==> src/hw/rtl/wsp_pkg.sv <==
// ----------------------------------------------------------------------------
// wsp_pkg
// Shared constants for the WAVE stream parser: chunk tags, fmt body length,
// result status codes, the reset value of the sample rate register and the one-hot parser phases.
// ----------------------------------------------------------------------------
package wsp_pkg;

	// Chunk and header tags, as read little-endian into a 32-bit word
	localparam logic [31:0] TAG_RIFF = 32'h4646_4952;
	localparam logic [31:0] TAG_WAVE = 32'h4556_4157;
	localparam logic [31:0] TAG_FMT  = 32'h2074_6d66;
	localparam logic [31:0] TAG_DATA = 32'h6174_6164;

	// Bytes of the fmt body that are parsed; a shorter fmt chunk is an error
	localparam logic [31:0] FMT_BODY_LEN = 32'd16;

	// Reset value of the expected sample rate
	localparam logic [31:0] RATE_RESET = 32'd44100;

	// Result status codes
	localparam logic [2:0] ST_SAMPLE      = 3'd0;
	localparam logic [2:0] ST_OK          = 3'd1;
	localparam logic [2:0] ST_NOT_RIFF    = 3'd2;
	localparam logic [2:0] ST_TRUNCATED   = 3'd3;
	localparam logic [2:0] ST_SHORT_FMT   = 3'd4;
	localparam logic [2:0] ST_ODD_DATA    = 3'd5;
	localparam logic [2:0] ST_UNSUPPORTED = 3'd6;
	localparam logic [2:0] ST_MISSING     = 3'd7;

	// Parser phases, one-hot
	typedef enum logic [6:0] {
		PH_RIFF   = 7'b000_0001,
		PH_HEADER = 7'b000_0010,
		PH_FMT    = 7'b000_0100,
		PH_SKIP   = 7'b000_1000,
		PH_DATA   = 7'b001_0000,
		PH_PAD    = 7'b010_0000,
		PH_IGNORE = 7'b100_0000
	} phase_t;

endpackage

==> src/hw/rtl/wav_stream_parser.sv <==
// ----------------------------------------------------------------------------
// wav_stream_parser
// Byte-wide RIFF/WAVE parser for 16-bit mono PCM: checks the header, walks
// the chunks, emits data samples and one verdict on the format.
// ----------------------------------------------------------------------------
// A result is in the output register in the cycle after its byte is accepted.
// Throughput: one byte per cycle; the parse state updates in the accept cycle.
// Input stalls only while the output register holds an untaken result.
// Reset (arst_n low): parser back to the RIFF header phase, all fields zero,
// expected rate 44100, output empty.
// ----------------------------------------------------------------------------
module wav_stream_parser
	import wsp_pkg::*;
(
	input  logic        clk,
	input  logic        arst_n,
	// configuration: expected sample rate
	input  logic        cfg_wr_en,
	input  logic [31:0] cfg_wr_data,
	// input byte stream
	input  logic        s_axis_tvalid,
	output logic        s_axis_tready,
	input  logic [7:0]  s_axis_tdata,   // [7:0] in_byte
	input  logic        s_axis_tlast,   // end_of_stream
	// result stream
	output logic        m_axis_tvalid,
	input  logic        m_axis_tready,
	output logic [15:0] m_axis_tdata,   // [15:0] sample
	output logic [2:0]  m_axis_tuser    // [2:0] status
);

	// parse state
	phase_t      phase_q, phase_d;
	logic [3:0]  cnt_q, cnt_d;
	logic [31:0] word_q, word_d;
	logic [31:0] len_q, len_d;
	logic        pad_q, pad_d;
	logic [15:0] format_q, format_d;
	logic [15:0] chans_q, chans_d;
	logic [31:0] rate_q, rate_d;
	logic [15:0] align_q, align_d;
	logic [15:0] bits_q, bits_d;
	logic        fmt_seen_q, fmt_seen_d;
	logic        data_seen_q, data_seen_d;
	logic [7:0]  low_q, low_d;
	logic        verdict_q, verdict_d;
	logic [31:0] exp_rate_q;

	// fmt fields with the byte on the input captured
	logic [15:0] format_c;
	logic [15:0] chans_c;
	logic [31:0] rate_c;
	logic [15:0] align_c;
	logic [15:0] bits_c;

	// output register
	logic        out_valid_q;
	logic [15:0] out_sample_q;
	logic [2:0]  out_status_q;

	// combinational result
	logic        have;
	logic [2:0]  status;
	logic [15:0] sample;
	logic [31:0] word_sh;
	logic [2:0]  judge_code;
	logic        s_fire;

	assign s_axis_tready = !out_valid_q || m_axis_tready;
	assign s_fire        = s_axis_tvalid && s_axis_tready;
	assign word_sh       = {s_axis_tdata, word_q[31:8]};

	// fmt body capture, little-endian per field
	always_comb begin
		format_c = format_q;
		chans_c  = chans_q;
		rate_c   = rate_q;
		align_c  = align_q;
		bits_c   = bits_q;
		if (phase_q == PH_FMT) begin
			case (cnt_q)
				4'd0:  format_c[7:0]  = s_axis_tdata;
				4'd1:  format_c[15:8] = s_axis_tdata;
				4'd2:  chans_c[7:0]   = s_axis_tdata;
				4'd3:  chans_c[15:8]  = s_axis_tdata;
				4'd4:  rate_c[7:0]    = s_axis_tdata;
				4'd5:  rate_c[15:8]   = s_axis_tdata;
				4'd6:  rate_c[23:16]  = s_axis_tdata;
				4'd7:  rate_c[31:24]  = s_axis_tdata;
				4'd12: align_c[7:0]   = s_axis_tdata;
				4'd13: align_c[15:8]  = s_axis_tdata;
				4'd14: bits_c[7:0]    = s_axis_tdata;
				4'd15: bits_c[15:8]   = s_axis_tdata;
				default: ;
			endcase
		end
	end

	// format check over the fmt fields, including the byte being captured
	assign judge_code = (format_c == 16'd1 && chans_c == 16'd1 && rate_c == exp_rate_q &&
		bits_c == 16'd16 && align_c == 16'd2) ? ST_OK : ST_UNSUPPORTED;

	// next parse state and result for the byte on the input
	always_comb begin
		phase_d     = phase_q;
		cnt_d       = cnt_q;
		word_d      = word_q;
		len_d       = len_q;
		pad_d       = pad_q;
		format_d    = format_c;
		chans_d     = chans_c;
		rate_d      = rate_c;
		align_d     = align_c;
		bits_d      = bits_c;
		fmt_seen_d  = fmt_seen_q;
		data_seen_d = data_seen_q;
		low_d       = low_q;
		verdict_d   = verdict_q;
		have        = 1'b0;
		status      = ST_SAMPLE;
		sample      = '0;

		case (phase_q)
			PH_RIFF: begin
				word_d = word_sh;
				if (cnt_q == 4'd3) len_d = word_sh;
				cnt_d = cnt_q + 4'd1;
				if (cnt_q == 4'd11) begin
					cnt_d = '0;
					if (len_q != TAG_RIFF || word_sh != TAG_WAVE) begin
						have      = 1'b1;
						status    = ST_NOT_RIFF;
						verdict_d = 1'b1;
						phase_d   = PH_IGNORE;
					end else begin
						phase_d = PH_HEADER;
					end
				end
			end
			PH_HEADER: begin
				word_d = word_sh;
				if (cnt_q == 4'd3) len_d = word_sh;
				cnt_d = cnt_q + 4'd1;
				if (cnt_q == 4'd7) begin
					cnt_d = '0;
					if (len_q == TAG_FMT) begin
						if (word_sh < FMT_BODY_LEN) begin
							have      = 1'b1;
							status    = ST_SHORT_FMT;
							verdict_d = 1'b1;
							phase_d   = PH_IGNORE;
						end else begin
							len_d   = word_sh - FMT_BODY_LEN;
							pad_d   = word_sh[0];
							phase_d = PH_FMT;
						end
					end else if (len_q == TAG_DATA) begin
						if (word_sh[0]) begin
							have      = 1'b1;
							status    = ST_ODD_DATA;
							verdict_d = 1'b1;
							phase_d   = PH_IGNORE;
						end else if (word_sh == '0) begin
							data_seen_d = 1'b1;
							if (fmt_seen_q) begin
								have      = 1'b1;
								status    = judge_code;
								verdict_d = 1'b1;
								phase_d   = PH_IGNORE;
							end else begin
								phase_d = pad_q ? PH_PAD : PH_HEADER;
								pad_d   = 1'b0;
							end
						end else begin
							len_d   = word_sh;
							phase_d = PH_DATA;
						end
					end else begin
						// unknown chunk: skip body and pad
						len_d = word_sh;
						if (word_sh == '0) begin
							phase_d = word_sh[0] ? PH_PAD : PH_HEADER;
							pad_d   = 1'b0;
						end else begin
							pad_d   = word_sh[0];
							phase_d = PH_SKIP;
						end
					end
				end
			end
			PH_FMT: begin
				cnt_d = cnt_q + 4'd1;
				if (cnt_q == 4'd15) begin
					fmt_seen_d = 1'b1;
					cnt_d      = '0;
					if (data_seen_q) begin
						have      = 1'b1;
						status    = judge_code;
						verdict_d = 1'b1;
						phase_d   = PH_IGNORE;
					end else if (len_q != '0) begin
						phase_d = PH_SKIP;
					end else begin
						phase_d = pad_q ? PH_PAD : PH_HEADER;
						pad_d   = 1'b0;
					end
				end
			end
			PH_SKIP: begin
				len_d = len_q - 32'd1;
				if (len_q == 32'd1) begin
					phase_d = pad_q ? PH_PAD : PH_HEADER;
					pad_d   = 1'b0;
					cnt_d   = '0;
				end
			end
			PH_DATA: begin
				if (!cnt_q[0]) begin
					low_d = s_axis_tdata;
					// verdict rides on the low byte of the last sample
					if (len_q == 32'd2 && fmt_seen_q && !s_axis_tlast) begin
						have      = 1'b1;
						status    = judge_code;
						verdict_d = 1'b1;
					end
				end else begin
					have   = 1'b1;
					status = ST_SAMPLE;
					sample = {s_axis_tdata, low_q};
				end
				cnt_d = {cnt_q[3:1], ~cnt_q[0]};
				len_d = len_q - 32'd1;
				if (len_q == 32'd1) begin
					data_seen_d = 1'b1;
					if (verdict_d) begin
						phase_d = PH_IGNORE;
					end else begin
						phase_d = pad_q ? PH_PAD : PH_HEADER;
						pad_d   = 1'b0;
						cnt_d   = '0;
					end
				end
			end
			PH_PAD: begin
				phase_d = PH_HEADER;
				cnt_d   = '0;
			end
			PH_IGNORE: ;
			default: ;
		endcase

		// end of file: error if no verdict yet, then clear for the next file
		if (s_axis_tlast) begin
			if (!(have && status != ST_SAMPLE) && !verdict_d) begin
				have   = 1'b1;
				sample = '0;
				if (phase_d == PH_RIFF || phase_d == PH_FMT || phase_d == PH_DATA ||
					(phase_d == PH_HEADER && cnt_d != '0)) begin
					status = ST_TRUNCATED;
				end else begin
					status = ST_MISSING;
				end
			end
			phase_d     = PH_RIFF;
			cnt_d       = '0;
			word_d      = '0;
			len_d       = '0;
			pad_d       = 1'b0;
			format_d    = '0;
			chans_d     = '0;
			rate_d      = '0;
			align_d     = '0;
			bits_d      = '0;
			fmt_seen_d  = 1'b0;
			data_seen_d = 1'b0;
			low_d       = '0;
			verdict_d   = 1'b0;
		end
	end

	// parse state registers
	always_ff @(posedge clk or negedge arst_n) begin
		if (!arst_n) begin
			phase_q     <= PH_RIFF;
			cnt_q       <= '0;
			word_q      <= '0;
			len_q       <= '0;
			pad_q       <= 1'b0;
			format_q    <= '0;
			chans_q     <= '0;
			rate_q      <= '0;
			align_q     <= '0;
			bits_q      <= '0;
			fmt_seen_q  <= 1'b0;
			data_seen_q <= 1'b0;
			low_q       <= '0;
			verdict_q   <= 1'b0;
		end else if (s_fire) begin
			phase_q     <= phase_d;
			cnt_q       <= cnt_d;
			word_q      <= word_d;
			len_q       <= len_d;
			pad_q       <= pad_d;
			format_q    <= format_d;
			chans_q     <= chans_d;
			rate_q      <= rate_d;
			align_q     <= align_d;
			bits_q      <= bits_d;
			fmt_seen_q  <= fmt_seen_d;
			data_seen_q <= data_seen_d;
			low_q       <= low_d;
			verdict_q   <= verdict_d;
		end
	end

	// expected rate register
	always_ff @(posedge clk or negedge arst_n) begin
		if (!arst_n) begin
			exp_rate_q <= RATE_RESET;
		end else if (cfg_wr_en) begin
			exp_rate_q <= cfg_wr_data;
		end
	end

	// output register
	always_ff @(posedge clk or negedge arst_n) begin
		if (!arst_n) begin
			out_valid_q <= 1'b0;
		end else if (s_fire) begin
			out_valid_q <= have;
		end else if (m_axis_tready) begin
			out_valid_q <= 1'b0;
		end
	end

	always_ff @(posedge clk) begin
		if (s_fire && have) begin
			out_sample_q <= sample;
			out_status_q <= status;
		end
	end

	assign m_axis_tvalid = out_valid_q;
	assign m_axis_tdata  = out_sample_q;
	assign m_axis_tuser  = out_status_q;

	// checks
	a_eos_clears: assert property (@(posedge clk) disable iff (!arst_n)
		s_fire && s_axis_tlast |=> phase_q == PH_RIFF && !verdict_q && !fmt_seen_q &&
			!data_seen_q && cnt_q == '0)
		else $error("state not cleared after end of file");

	a_ignore_has_verdict: assert property (@(posedge clk) disable iff (!arst_n)
		phase_q == PH_IGNORE |-> verdict_q)
		else $error("ignore phase without a verdict");

	a_data_len: assert property (@(posedge clk) disable iff (!arst_n)
		phase_q == PH_DATA |-> len_q != '0)
		else $error("data phase with no bytes left");

	a_skip_len: assert property (@(posedge clk) disable iff (!arst_n)
		phase_q == PH_SKIP |-> len_q != '0)
		else $error("skip phase with no bytes left");

endmodule

==> config.mk <==
export PLATFORM = sky130hd
export DESIGN_NAME = wav_stream_parser
export DESIGN_NICKNAME = d
export VERILOG_FILES = /design/src/hw/rtl/wsp_pkg.sv /design/src/hw/rtl/wav_stream_parser.sv
export SDC_FILE = /design/constraint.sdc
export NUM_CORES = 1
export LEC_CHECK = 0
export ABC_AREA = 1
export BUFFER_PORTS_ARGS = -buffer_cell sky130_fd_sc_hd__buf_2
export CELL_PAD_IN_SITES_DETAIL_PLACEMENT = 1
export CELL_PAD_IN_SITES_GLOBAL_PLACEMENT = 2
export CORE_ASPECT_RATIO = 1.4
export CORE_MARGIN = 3
export CORE_UTILIZATION = 35
export DETAILED_ROUTE_END_ITERATION = 10
export GPL_TIMING_DRIVEN = 0
export PLACE_DENSITY = 0.78
export SYNTH_ARGS = -nofsm -noshare
export SYNTH_HDL_FRONTEND = slang
export SYNTH_SLANG_ARGS = --single-unit
==> constraint.sdc <==
create_clock -name clk -period 3.95 [get_ports clk]
set_input_delay 0.1975 -clock clk [delete_from_list [all_inputs] [get_ports clk]]
set_output_delay 0.1975 -clock clk [all_outputs]
set_load 0.02 [all_outputs]
# Word level (Yosys, flattened, before mapping)
# Index checks and enable logic that the tools add are counted.
dict set report word_totals {
  ff_bits 235
  input_bits 46
  wordCells 260
}
dict set report classes {
  add_sub_neg 3
  magnitude_cmp 1
  n_eq_ne 49
  mux 147
  n_bitwise 1
  reduce_logical 41
}
# op count
set op_table {}
lappend op_table {{$mux 32} 12}
lappend op_table {{$mux 16} 12}
lappend op_table {{$mux 8} 15}
lappend op_table {{$mux 7} 15}
lappend op_table {{$pmux 32 s3} 1}
lappend op_table {{$ne 32x31->1 const B} 2}
lappend op_table {{$mux 1} 57}
lappend op_table {{$mux 3} 15}
lappend op_table {{$pmux 7 s6} 1}
lappend op_table {{$eq 16x1->1 const B} 2}
lappend op_table {{$eq 32x1->1 const B} 1}
lappend op_table {{$eq 32x2->1 const B} 1}
lappend op_table {{$eq 32x30->1 const B} 1}
lappend op_table {{$eq 32x31->1 const B} 1}
lappend op_table {{$eq 32x32->1} 1}
lappend op_table {{$logic_not 32->1} 1}
lappend op_table {{$lt 32x5->1 const B} 1}
lappend op_table {{$reduce_bool 32->1} 1}
lappend op_table {{$sub 32x1->32 const B} 1}
lappend op_table {{$sub 32x5->32 const B} 1}
lappend op_table {{$ne 3x3->1 const B} 10}
lappend op_table {{$mux 4} 7}
lappend op_table {{$mux 6} 4}
lappend op_table {{$pmux 4 s6} 1}
lappend op_table {{other kinds (35)} 78}

# Longest topological paths before layout
# Gate-level depths: netlist (run 1).
dict set report depth {
  word_depth 23
  depth_mapped 23
  depth_no_buf 21
}

# Worst setup path after synthesis (run 1)
# Ideal clock, no wire load.
dict set report synth_path {
  kind {register to register}
  startpoint {reg word_q[12]}
  endpoint {reg out_sample_q[0] (netlist: m_axis_tdata[0]) (enable)}
  arrival_ns 2.606
  required_ns 3.547
  setup_slack_ns 0.941
  path_stages_with_launch 11
  path_buffers 0
  synth_period_minus_slack_ns 3.009
  path_cell_list {dfrtp_1 -> inv_1 -> ha_1 -> nand2_1 -> nor2_2 -> nand3b_1 -> nor3_1 -> nand2_1 -> o21ai_1 -> a21oi_1 -> a21oi_1}
}
dict set report synth_between {
  elab_chain_cells 14
}
# item line_no
set synth_lines {}
lappend synth_lines {{from (decl)} wav_stream_parser.sv:35} ;# logic [31:0] word_q, word_d;
lappend synth_lines {{from (signal assigned)} wav_stream_parser.sv:301} ;# word_q <= word_d;
lappend synth_lines {{parallel branches: the longest is 12 deep, another holds $lt 32x5->1} --}
lappend synth_lines {{$mux 1 *} wav_stream_parser.sv:253} ;# if (s_axis_tlast) begin
lappend synth_lines {{$logic_and 1x1->1 *} wav_stream_parser.sv:337} ;# if (s_fire && have) begin
lappend synth_lines {{to (signal assigned)} wav_stream_parser.sv:338} ;# out_sample_q <= sample;
lappend synth_lines {{to (decl)} wav_stream_parser.sv:58} ;# logic [15:0] out_sample_q;
# Every way passes the cells marked *.
# A chain may end at the register's enable or synchronous reset.

# Worst setup path in the final report (run 1)
dict set report layout_path {
  startpoint {reg cnt_q[0]}
  endpoint {reg out_status_q[2] (netlist: m_axis_tuser[2]) (data pin)}
}
dict set report layout_between {
  elab_chain_cells 22
}
# item line_no
set layout_lines {}
lappend layout_lines {{from (decl)} wav_stream_parser.sv:34} ;# logic [3:0] cnt_q, cnt_d;
lappend layout_lines {{from (signal assigned)} wav_stream_parser.sv:300} ;# cnt_q <= cnt_d;
lappend layout_lines {{$eq 4x1->1 (tied with other cells)} wav_stream_parser.sv:81} ;# case (cnt_q)
lappend layout_lines {{$mux 8} wav_stream_parser.sv:81}
lappend layout_lines {{$mux 16} wav_stream_parser.sv:80} ;# if (phase_q == PH_FMT) begin
lappend layout_lines {{$eq 16x1->1} wav_stream_parser.sv:100} ;# assign judge_code = (format_c == 16'd1 && chans_c == 16'd1 && rate_c == exp_rate_q &&
lappend layout_lines {{$logic_and 1x1->1 (3 in a row)} wav_stream_parser.sv:100}
lappend layout_lines {{$logic_and 1x1->1} wav_stream_parser.sv:101} ;# bits_c == 16'd16 && align_c == 16'd2) ? ST_OK : ST_UNSUPPORTED;
lappend layout_lines {{$mux 3} wav_stream_parser.sv:101}
lappend layout_lines {{$mux 3} wav_stream_parser.sv:165} ;# if (fmt_seen_q) begin
lappend layout_lines {{(+5 left out)} --}
lappend layout_lines {{$pmux 3 s4} wav_stream_parser.sv:123} ;# case (phase_q)
lappend layout_lines {{$reduce_bool 3->1} wav_stream_parser.sv:254} ;# if (!(have && status != ST_SAMPLE) && !verdict_d) begin
lappend layout_lines {{$logic_and 1x1->1} wav_stream_parser.sv:254}
lappend layout_lines {{$logic_not 1->1} wav_stream_parser.sv:254}
lappend layout_lines {{$logic_and 1x1->1} wav_stream_parser.sv:254}
lappend layout_lines {{$mux 3} wav_stream_parser.sv:254}
lappend layout_lines {{$mux 3 *} wav_stream_parser.sv:253}
lappend layout_lines {{net status[2]} wav_stream_parser.sv:63} ;# logic [2:0] status;
lappend layout_lines {{to (signal assigned)} wav_stream_parser.sv:339} ;# out_status_q <= status;
lappend layout_lines {{to (decl)} wav_stream_parser.sv:59} ;# logic [2:0] out_status_q;
# Mark *: on every way through the listed nets, which the timed path passes. The rest lies on a longest branch. The select of a mux whose other input is x is not followed.

==> results.yml, run 1 <==
run_status:
  status: "finished, final reports clean"
drt:
  drc: 0
  wl_per_cell_microns: 23.6
  first_iter_violations: 1044
  ant_nets: 0
  viasPerCell: 5.54
  wirelength_microns: 75700
  drt_pass1_iterations: 5
  vias: 17800
synthesis:
  synth_top_area_frac: 0.315
  ys_seq_area_frac: 0.362
  yosys.area.top_type: "dfrtp_1"
  synth-seq-cells: 227
  synth_nets: 2502
  synthFlopType: "dfrtp_1"
  async_flop_share: 0.916
  syn_area_per_cell_sq_um: 6.53
  syn_inst: 2446
  synthTopCellsByArea: "dfrtp_1, nand2_1, o21ai_0"
  synth_edf_count: 19
  synth.distinct_cells: 51
  syn_area_sq_um: 16000
  yosysWarnings: 0
setup_path:
  r2r_slack_ns: 0.33
  worst_ep_required_time_ns: 4.26
  worstReg2RegStart: "cnt_q[0]$_DFFE_PN0P_"
  cp_max_fo: 10
  slowest_stage: "dfrtp_1"
  crit_chain: "ha_1, nand3_1, buf_2, nand2_1, o21ai_0, nand2_1, nand2_1, nand2_1, nand2_1, nor2_1, nand2_1, nor2_1, nand2_1, nor2_1, nand2_1, nand2_1, nand2_1, nand2_1, nand2_1, nand2_1, nand3_1"
  critPathKind: "register to register"
  reg2reg_to: "m_axis_tuser[2]$_DFFE_PP_"
  cp-end-kind: "register"
  reg2regPathDepth: 21
  path_buf_inv: 1
  crit_family: "simple AND/OR/NAND/NOR gates"
  worstPathArrival_ns: 3.93
  start_kind: "register"
  critPathMostFrequentCell: "nand2_1"
  slowest_delay_ns: 0.54
grt:
  grtUsageTotal: 0.308
  antenna_found_initial: 1
  grt_pass1_vias: 18800
  grt_first_pass_wirelength_microns: 114000
  grt_max_degree: 89
  grt.overflow.total: 0
power_and_ir_drop:
  leakagePower_uw: 0.00867
  p_int_uw: 5930
  clkPwrFrac: 0.232
  vdd_drop_max_mv: 0.346
  pwr-share-seq: 0.258
  comb_power_share: 0.510
  sw_frac_of_total: 0.506
  pwr_density_cell_nw_per_um2: 651
  switchingPower_uw: 6070
place:
  place_area_sq_um: 17100
  dpl_worst_slack_ns: 0.0324
  dp_hpwl_microns: 57300
  port_buffers: 59
  gp_congestion: 1.00
cts:
  clk_latency_ns: 0.59
  clockBufferDepth: 3
  cts_tree: "yes"
  post_cts_buffers: 0
  cts.clk_slew.worst_paths_ns: 0.06
  clockRootBuffer: "clkbuf_16"
  cts.htree.levels: 1
  cts_buffers: 29
  cts_sinks: 227
floorplan:
  die_area_sq_um: 48300
  rows: 92
  core_sq_um: 45100
  initial_core_util: 0.354
  die_h_microns: 259
  io_pins: 67
  die_x_microns: 187
worst_hold_path:
  hp-class: "primary input to asynchronous set/reset pin"
layout:
  layout-drive-gt1-share: 0.0917
  final_area_sq_um: 18400
  regArea_sq_um: 5780
  final_nets: 2629
  syn2layout_area_growth_pct: 15.4
  multi_input_area_sq_um: 8500
  fillCellCount: 5968
sta:
  fin_ws_ns: 0.331
  finalCritPeriodShare: 0.916
  max-slew-margin-rel: 0.132
  rsz0062_at_grt: "false"
  max_freq_mhz: 276
  setup_viol: 0
  slew_viol_final: 0
  worstMarginPinSlew_ns: 1.30
  finClkSkew_ns: 0.0217
  finalCriticalPeriod_ns: 3.62
  whs_ns: 0.0971
  hold_viol_final: 0
run:
  drv_cap: 0
-- how the worst max path moves through the flow --
stage,from,endpoint,slack [ns],cells past startpoint
finish,cnt_q[0]$_DFFE_PN0P_,m_axis_tuser[2]$_DFFE_PP_,0.33,21
global route,cnt_q[0]$_DFFE_PN0P_,m_axis_tuser[2]$_DFFE_PP_,0.02,19
CTS,cnt_q[0]$_DFFE_PN0P_,m_axis_tuser[2]$_DFFE_PP_,0.21,22
detailed placement,s_axis_tdata[7],m_axis_tuser[2]$_DFFE_PP_,0.03,21
global placement,arst_n,align_q[5]$_DFFE_PN0P_,-1.65,1
floorplan,word_q[12]$_DFFE_PN0P_,m_axis_tdata[0]$_DFFE_PP_,0.94,10
-- Yosys cell counts (28+ instances only) --
cell	n
nor3_1	40
clkbuf_1	70
inv_1	258
a21oi_1	42
buf_2	28
nor2_1	189
o22ai_1	94
dfrtp_1	201
nand3_1	150
nand4_1	51
o21ai_0	240
nand2_1	818
-- sequential cells by signal (all words and copies together), names as in the netlist --
register / flops
phase_q: 7
exp_rate_q: 32
align_q: 16
verdict_q: 1
rate_q: 32
fmt_seen_q: 1
data_seen_q: 1
format_q: 16
m_axis_tuser: 3
low_q: 8
m_axis_tvalid: 1
cnt_q: 4
len_q: 32
chans_q: 16
bits_q: 16
pad_q: 1
m_axis_tdata: 16
word_q: 24
-- cells by family (layout without fill, tap and decap cells) --
logic type	Yosys count	count (layout)	synth area share
compound gates	465	465	0.166
buf+inv	411	561	0.106
xor+xnor	25	25	0.0137
flops	227	227	0.362
fa+ha+maj	10	10	0.00783
other cells	0	1	0
simple gates	1308	1308	0.344
-- timing repair --
| item | in CTS | in global routing |
|---|---|---|
| endpoints found under the setup margin | 0 | 1 |
| gates resized for setup | 0 | 3 |
| hold buffers | 34 | 0 |
| hold endpoints to repair | 185 | 0 |
-- area by class of cell --
cell class	count	share of cell area
Antenna cell	1	0.000136
Buffer	122	0.0327
Clock buffer	38	0.0439
Clock inverter	16	0.00869
Inverter	289	0.0590
Multi-Input combinational cell	1808	0.461
Sequential cell	227	0.314
Tap cell	611	0.0415
Timing Repair Buffer	96	0.0388
-- cell usage in the layout (no fill, tap or decap), drive strengths merged, types with 9 or more instances in the layout --
cell,count
xor2,24
o21ai,263
o22ai,94
edfxtp,19
nand4,52
o31ai,9
a22o,9
a21oi,43
nand3,156
ha,10
clkbuf,108
nor3b,10
o211ai,14
dlygate4sd3,34
o2111ai,13
buf,114
nor3,42
nor2,210
clkinv,15
inv,287
dfrtp,201
nand2,825
-- metrics by stage --
step	total power (uW)	utilization	std cells	setup TNS, ns
after detailed placement	9070	0.379	3119	0
after floorplan	6830	-	2446	0
after global routing	12700	0.408	3208	0
final	12000	0.408	3208	0
after CTS	11900	0.408	3207	0
after global placement	8900	0.377	3116	-331.73
-- power groups by stage --
| stage | clock network, uW | logic [uW] | registers, uW |
|---|---|---|---|
| after global placement | 0 | 5790 | 3110 |
| after detailed placement | 0 | 5950 | 3120 |
| after floorplan | 0 | 3820 | 3010 |
| after CTS | 2850 | 6000 | 3080 |
| final | 2790 | 6120 | 3090 |
| after global routing | 2950 | 6680 | 3110 |
-- metal layers --
metal / vias up / wire length (microns) / global-route usage / part of all wire
met5: - / 0 / 0 / 0
met4: 0 / 6040 / 0.203 / 0.080
met3: 226 / 2540 / 0.0253 / 0.033
met2: 465 / 38300 / 0.568 / 0.51
met1: 8799 / 28800 / 0.340 / 0.38
li1: 8291 / - / - / -
Note: power is estimated with default switching activity, not from simulation.
==> run 2: changes to the inputs <==
Settings changed: ABC_CLOCK_PERIOD_IN_PS set to 3950, MAX_ROUTING_LAYER set to met4.
==> run 2 against run 1 <==
Hold slack better by 0.013 ns; non-clock buffer count stayed put; final cell count about the same; sequential share of layout area is 0.10 points lower; sequential power about the same; register-to-register slack lost 0.16 ns; highest routed layer unchanged; global-route usage up 0.78 points; design area is 0.32% higher; critical path depth down 8; die area stayed put; clock-buffer cell count decreased by 3.
==> results.yml, run 2 (synthesis results as in run 1) <==
run_status:
  status: "finished, final reports clean"
place:
  dp_hpwl_microns: 57200
  gp_congestion: 1.03
  port_buffers: 59
  place_area_sq_um: 17100
drt:
  drc: 0
  drt_pass1_iterations: 5
  ant_nets: 0
  first_iter_violations: 1032
  viasPerCell: 5.56
  wirelength_microns: 75700
  wl_per_cell_microns: 23.6
  vias: 17800
cts:
  post_cts_buffers: 0
  cts_sinks: 227
  cts_tree: "yes"
  clockRootBuffer: "clkbuf_16"
  clockBufferDepth: 3
  clk_latency_ns: 0.57
  cts_buffers: 28
  cts.clk_slew.worst_paths_ns: 0.07
  cts.htree.levels: 1
layout:
  regArea_sq_um: 5780
  fillCellCount: 5938
  layout_commonest_cell: "nand2_1"
  reg_top3: "exp_rate_q: 32 flops, len_q: 32 flops, rate_q: 32 flops"
  final_nets: 2628
  syn2layout_area_growth_pct: 15.8
  fin_util: 0.410
  layout-drive-gt1-share: 0.0925
  final_area_sq_um: 18500
  multi_input_area_sq_um: 8510
  mostFrequentLayoutCells: "nand2_1, inv_1, o21ai_0, dfrtp_1, nor2_1"
floorplan:
  die_x_microns: 187
  core_sq_um: 45100
  initial_core_util: 0.354
  io_pins: 67
  rows: 92
  die_h_microns: 259
  die_area_sq_um: 48300
grt:
  antenna_found_initial: 2
  grt_first_pass_wirelength_microns: 114000
  met1_usage: 0.337
  use_met2: 0.565
  grt-busiest-layer: "met2"
  grt_pass1_vias: 18700
  grtUsageTotal: 0.316
  grt_use_met3: 0.0281
  grt.overflow.total: 0
  grt_max_degree: 84
sta:
  max-slew-margin-rel: 0.0943
  worstMarginPinSlew_ns: 1.36
  slew_viol_final: 0
  finClkSkew_ns: 0.0248
  hold_viol_final: 0
  finalCritPeriodShare: 0.957
  setup_viol: 0
  setup_tns_ns: 0
  rsz0062_at_grt: "false"
  finalCriticalPeriod_ns: 3.78
  max_freq_mhz: 264
power_and_ir_drop:
  vdd_drop_max_mv: 0.328
  pwr_density_cell_nw_per_um2: 654
  leakagePower_uw: 0.00867
run:
  drv_cap: 0
setup_path:
  critPathKind: "register to register"
  cp_max_fo: 10
  cp-end-kind: "register"
  start_kind: "register"
  r2r_slack_ns: 0.17
  worstPathArrival_ns: 4.21
  worst_ep_required_time_ns: 4.38
worst_hold_path:
  hp-class: "primary input to register"
-- run 2: critical path: stages (launching register included) --
cell and delay, ns:
dfrtp_1 0.57, ha_1 0.21, buf_4 0.19, nand2_1 0.11, nor2_2 0.35, buf_2 0.37, inv_1 0.12, clkbuf_1 0.38
nand2_1 0.29, o21ai_0 0.15, o2111ai_1 0.62, nand3_1 0.14, nand2_1 0.09, o21ai_1 0.06
-- run 2: what timing repair did --
item / 4_1_cts / 5_1_grt
hold buffers: 34 / 0
gates resized for setup: 0 / 6
endpoints found under the setup margin: 0 / 1
hold endpoints to repair: 87 / 0
-- run 2: stage by stage --
step | instances | total power (uW) | worst slack [ns] | hold slack, ns
2_1_floorplan | 2446 | 6830 | 0.941 | -0.0981
3_3_place_gp | 3116 | 8900 | -1.64 | 0.406
3_5_place_dp | 3119 | 9050 | -0.0137 | 0.167
4_1_cts | 3205 | 12100 | 0.115 | 0.110
5_1_grt | 3206 | 12900 | 0.0835 | 0.140
6_report | 3206 | 12100 | 0.168 | 0.110
-- run 2: cell type report --
cell class | instances | area share
flip-flops and latches | 227 | 0.313
multi-input cells | 1808 | 0.460
inverters | 289 | 0.0588
well taps | 611 | 0.0413
repair buffers | 96 | 0.0387
diodes | 1 | 0.000135
clock buffers | 35 | 0.0421
clock inverters | 17 | 0.0133
plain buffers | 122 | 0.0326
-- run 2: final timing paths --
path	from	endpoint	cells after the start
min in group asynchronous	arst_n	len_q[14]$_DFFE_PN0P_	2
worst max-delay path	cnt_q[0]$_DFFE_PN0P_	len_q[17]$_DFFE_PN0P_	13
max in group asynchronous	arst_n	exp_rate_q[11]$_DFFE_PN1P_	3
worst min-delay path	cfg_wr_en	exp_rate_q[0]$_DFFE_PN0P_	2
worst min register to register	low_q[1]$_DFFE_PN0P_	low_q[1]$_DFFE_PN0P_	2
worst max register to register	cnt_q[0]$_DFFE_PN0P_	len_q[17]$_DFFE_PN0P_	13
-- run 2: report_power, final --
part / internal, uW / total (uW) / switching [uW] / leakage [uW]
clock network: 1790 / 2940 / 1150 / 0.000487
logic: 1590 / 6060 / 4470 / 0.00519
registers: 2700 / 3090 / 389 / 0.00299
-- run 2: metal layers --
metal | vias up | wire (microns)
met5 | - | 0
met1 | 8821 | 28900
met3 | 226 | 2620
met4 | 0 | 5610
met2 | 500 | 38600
li1 | 8291 | -
